### src/hbp_ram.sv
// ----------------------------------------------------------------------------
// Generic single-port-write RAM
// One write port and one read port with registered read data.
// ----------------------------------------------------------------------------
module hbp_ram #(
   parameter int WIDTH = 8,
   parameter int DEPTH = 256
) (
   input  logic                     clock,
   input  logic                     wr_en,
   input  logic [$clog2(DEPTH)-1:0] wr_addr,
   input  logic [WIDTH-1:0]         wr_data,
   input  logic                     rd_en,
   input  logic [$clog2(DEPTH)-1:0] rd_addr,
   output logic [WIDTH-1:0]         rd_data
);

   logic [WIDTH-1:0] mem_ff [DEPTH];
   logic [WIDTH-1:0] rd_data_ff;

   always_ff @(posedge clock) begin
      if (wr_en) begin
         mem_ff[wr_addr] <= wr_data;
      end
      if (rd_en) begin
         rd_data_ff <= mem_ff[rd_addr];
      end
   end

   assign rd_data = rd_data_ff;

endmodule

### config.mk
export PLATFORM = sky130hd
export DESIGN_NAME = hbp_ram
export DESIGN_NICKNAME = d
export VERILOG_FILES = /design/src/hbp_ram.sv
export SDC_FILE = /design/constraint.sdc
export NUM_CORES = 2
export LEC_CHECK = 0
export BUFFER_PORTS_ARGS = -buffer_cell sky130_fd_sc_hd__buf_2
export CAP_MARGIN = 10
export CORE_ASPECT_RATIO = 1.1
export CORE_MARGIN = 2
export CORE_UTILIZATION = 47
export DETAILED_ROUTE_END_ITERATION = 8
export PLACE_DENSITY = 0.72
export SLEW_MARGIN = 10
export SYNTH_ARGS = -nofsm -noshare
export SYNTH_HDL_FRONTEND = slang
export SYNTH_SLANG_ARGS = --single-unit
### constraint.sdc
create_clock -name clock -period 2.5 [get_ports clock]
set_input_delay 0.5 -clock clock [delete_from_list [all_inputs] [get_ports clock]]
set_output_delay 0.5 -clock clock [all_outputs]
set_load 0.01 [all_outputs]
==> run_results.csv <==
group,metric,value,unit
run_status,status,"complete, but fails checks",
run_status,violations,"negative setup slack",
global_route,grt_overflow,0,
timing,fin_skew,0.0208,ns
timing,period_minus_slack,2.54,ns
placement,portBuffers,34,
worst_setup_path,max_stage_delay,0.50,ns
clocking,h-tree-depth,4,
pwr,p_switching,14700,µW
worst_setup_path,worstSetupPathType,"input pin to register",
pwr,power.density,736,mW/mm²
synthesis,synth_top_area_frac,0.775,
routing,wl_per_cell,28.7,µm
synthesis,syn_avg_cell_area,21.3,µm²
clocking,cts_buffers,188,
pwr,intPower,54400,µW
synthesis,synth_ff_type,"edfxtp_1",
worst_setup_path,critical_path.max_fanout,16,
clocking,clkTransAtPathRegs,0.07,ns
pwr,switching_share,0.213,
global_route,grt_pass1_vias,41800,
placement,dpl_cell_area,0.0877,mm²
worst_setup_path,crit_slowest_cell,"mux4_2",
die,die_w,396,µm
die,std_cell_rows,158,
job,cap_violations,0,
worst_setup_path,r2r_slack,0,ns
worst_setup_path,reg2reg_to,"rd_data[2]",
clocking,cts_tree,"yes",
die,die_h,436,µm
worst_setup_path,crit_chain,"buf_8, buf_16, buf_4, buf_4, mux4_2, a22o_1, a221oi_2, o32ai_2, nor3_1, buf_4, nor4_2",
placement,preCtsSetupSlack,-1.37,ns
finish,areaGrowthSynthToFinish,17.8,%
worst_setup_path,cp-end-kind,"register",
synthesis,synth_edf_count,2056,
routing,drtIter0Drc,5588,
timing,drv_slew,0,
synthesis,yosys_register_bits,2056,
pwr,leakage,0.0304,µW
timing,layout_setup_ws,-0.0409,ns
routing,vias,41600,
routing,drtPass1Iterations,8,
routing,vias_per_cell,6.07,
synthesis,synth_cells,3733,
timing,final-hold-violation-count,0,
finish,design_area,0.0938,mm²
synthesis,yosysSeqAreaShare,0.775,
worst_setup_path,worst-path-buf-inv,5,
timing,slew_headroom,0.575,
worst_setup_path,cp_top_family,"buffers and inverters",
die,num_io_pins,35,
clocking,clk_latency,0.82,ns
finish,nFillCells,12100,
timing,rsz0062_at_grt,"true",
worst_setup_path,ff2ff_path_depth,6,
pwr,seqPwrFrac,0.551,
clocking,cts_buffer_depth,3,
worst_hold_path,hold_path_depth,1,
clocking,cts.sinks,2056,
clocking,holdBufCountCts,0,
worst_setup_path,arrival,3.09,ns
placement,gp_congestion,0.914,
timing,tightest_slew,0.636,ns
global_route,grt_usage,0.226,
worst_setup_path,cp_data_required_time,3.04,ns
global_route,grt_max_degree,75,
clocking,cts_root_buffer,"clkbuf_16",
synthesis,ys_async_sr_fraction,0,
finish,drive_gt1_frac,0.333,
global_route,antenna_found_initial,12,
worst_setup_path,crit_path_start_kind,"input pin",
routing,wirelength,196000,µm
die,initial_core_util,0.473,
pwr,comb_power_share,0.058,
worst_setup_path,r2r_start,"mem_ff[67][2]",
worst_hold_path,min_path_type,"input pin to register",
die,die_area,0.173,mm²
pwr,ir_drop,0.536,mV
synthesis,synthDistinctLibCells,54,
timing,setup_viol,4,
global_route,grt_pass1_wl,286000,µm
worst_hold_path,min_from,"rd_en",
die,core,0.168,mm²
synthesis,yosys_warnings,0,
pwr,finalPower,69100,µW
worst_setup_path,crit_top_cell,"buf_4",
finish,fin_util,0.557,
worst_hold_path,hold_path_end,"rd_data[5]",
routing,postRouteAntennaNets,0,
timing,finalCritPeriodShare,1.02,
timing,fmax,394,MHz
synthesis,synth_fp_nets,3760,
synthesis,syn_area,0.0796,mm²
routing,route.detailed.drc,0,
placement,dpl.hpwl,129000,µm
finish,nets,4496,
synthesis,synth_top_cell_by_area,"edfxtp_1",
pwr,p_clk_frac,0.391,
synthesis,synthTopCellsByArea,"edfxtp_1, mux4_2, mux2i_1",
synth_stat cells (27+ instances only):
cell and n:
clkbuf_1 111, nand3_1 34, nor2_1 282, nor2b_1 31, o221ai_1 46, buf_2 31
nand2_1 33, a22oi_1 133, mux4_2 454, mux2i_1 134, buf_4 27, a21oi_1 96
edfxtp_1 2056, o22ai_1 28
state kept, by name, summed over array words and instances (netlist names):
register,flops
rd_data,8
mem_ff,2048
metal layers:
metal / GRT usage / vias to the layer above / routed length [µm]
met5: 0 / - / 103
met4: 0.0716 / 16 / 6450
li1: - / 17100 / -
met2: 0.367 / 2318 / 96500
met1: 0.305 / 21700 / 73100
met3: 0.0532 / 392 / 20300
power groups by stage:
stage / clock network, µW / registers, µW / logic [µW]
3_5_place_dp: 0 / 38800 / 3900
5_1_grt: 28700 / 38000 / 4210
2_1_floorplan: 0 / 38800 / 1860
4_1_cts: 27400 / 38000 / 3970
6_report: 27000 / 38000 / 4020
3_3_place_gp: 0 / 38800 / 3830
cells in the final DEF, fill, tap and decap left out, drive strengths merged, types with 2 or more instances in the layout:
cell type,Yosys,final
mux2i,134,134
bufinv,0,7
a22oi,133,133
o32ai,5,5
o22ai,28,28
clkinvlp,0,5
nand2,33,33
nand4,10,10
o211ai,10,10
a2111oi,5,5
a22o,8,8
a211oi,16,16
a221oi,14,14
diode,0,3
o21ai,12,12
clkbuf,111,243
a31oi,2,2
clkinv,1,80
nand3,34,34
inv,1,8
edfxtp,2056,2056
nor2b,31,31
mux4,456,456
o221ai,47,47
buf,122,770
nor2,282,282
a311oi,2,2
o22a,5,5
nor4,27,27
and2,6,6
nor3,22,22
nand3b,2,2
nand2b,8,8
a21oi,96,96
and3b,2,2
or2,4,4
through the flow:
stage	hold slack (ns)	cells	TNS [ns]
floorplan	0.599	3733	-0.00496
global placement	0.923	6503	-9.56
detailed placement	0.924	6503	-9.65
CTS	0.0391	6835	-0.00219
global route	0.0687	6851	-0.0661
finish	0.105	6854	-0.0753
how the worst max path moves through the flow:
stage	from	to	cells after the start
after floorplan	rd_addr[1]	rd_data[2]	9
after global placement	rd_addr[0]	rd_data[4]	10
after detailed placement	rd_addr[0]	rd_data[4]	10
after CTS	mem_ff[67][2]	rd_data[2]	6
after global routing	mem_ff[66][2]	rd_data[2]	6
final	rd_addr[0]	rd_data[6]	11
kinds of logic (layout without fill, tap and decap cells):
| family | count (synthesis) | count (layout) | share of synthesized area |
|---|---|---|---|
| muxes | 591 | 591 | 0.146 |
| other | 0 | 3 | 0 |
| DFF | 2056 | 2056 | 0.775 |
| AOI/OAI and AO/OA | 385 | 385 | 0.0342 |
| and+or+nand+nor | 466 | 466 | 0.0263 |
| buffers and inverters | 235 | 1113 | 0.0183 |
cell type report:
cell class                      count  area [µm²]  share of cell area
Inverter                            2        7.51           0.0000800
Tap cell                         2240        2800              0.0299
Sequential cell                  2056       61700               0.658
Timing Repair Buffer              779        6860              0.0731
Clock inverter                     98         726             0.00774
Clock buffer                      234        4940              0.0527
Antenna cell                        3        7.51           0.0000800
Multi-Input combinational cell   1442       16700               0.178
repair_timing:
| item | in CTS | in global routing |
|---|---|---|
| resized for setup | 30 | 12 |
| pin swaps | 0 | 4 |
| cloned | 0 | 1 |
| endpoints found under the setup margin | 8 | 7 |
| setup buffers | 0 | 15 |
(Power assumes the default switching activity.)
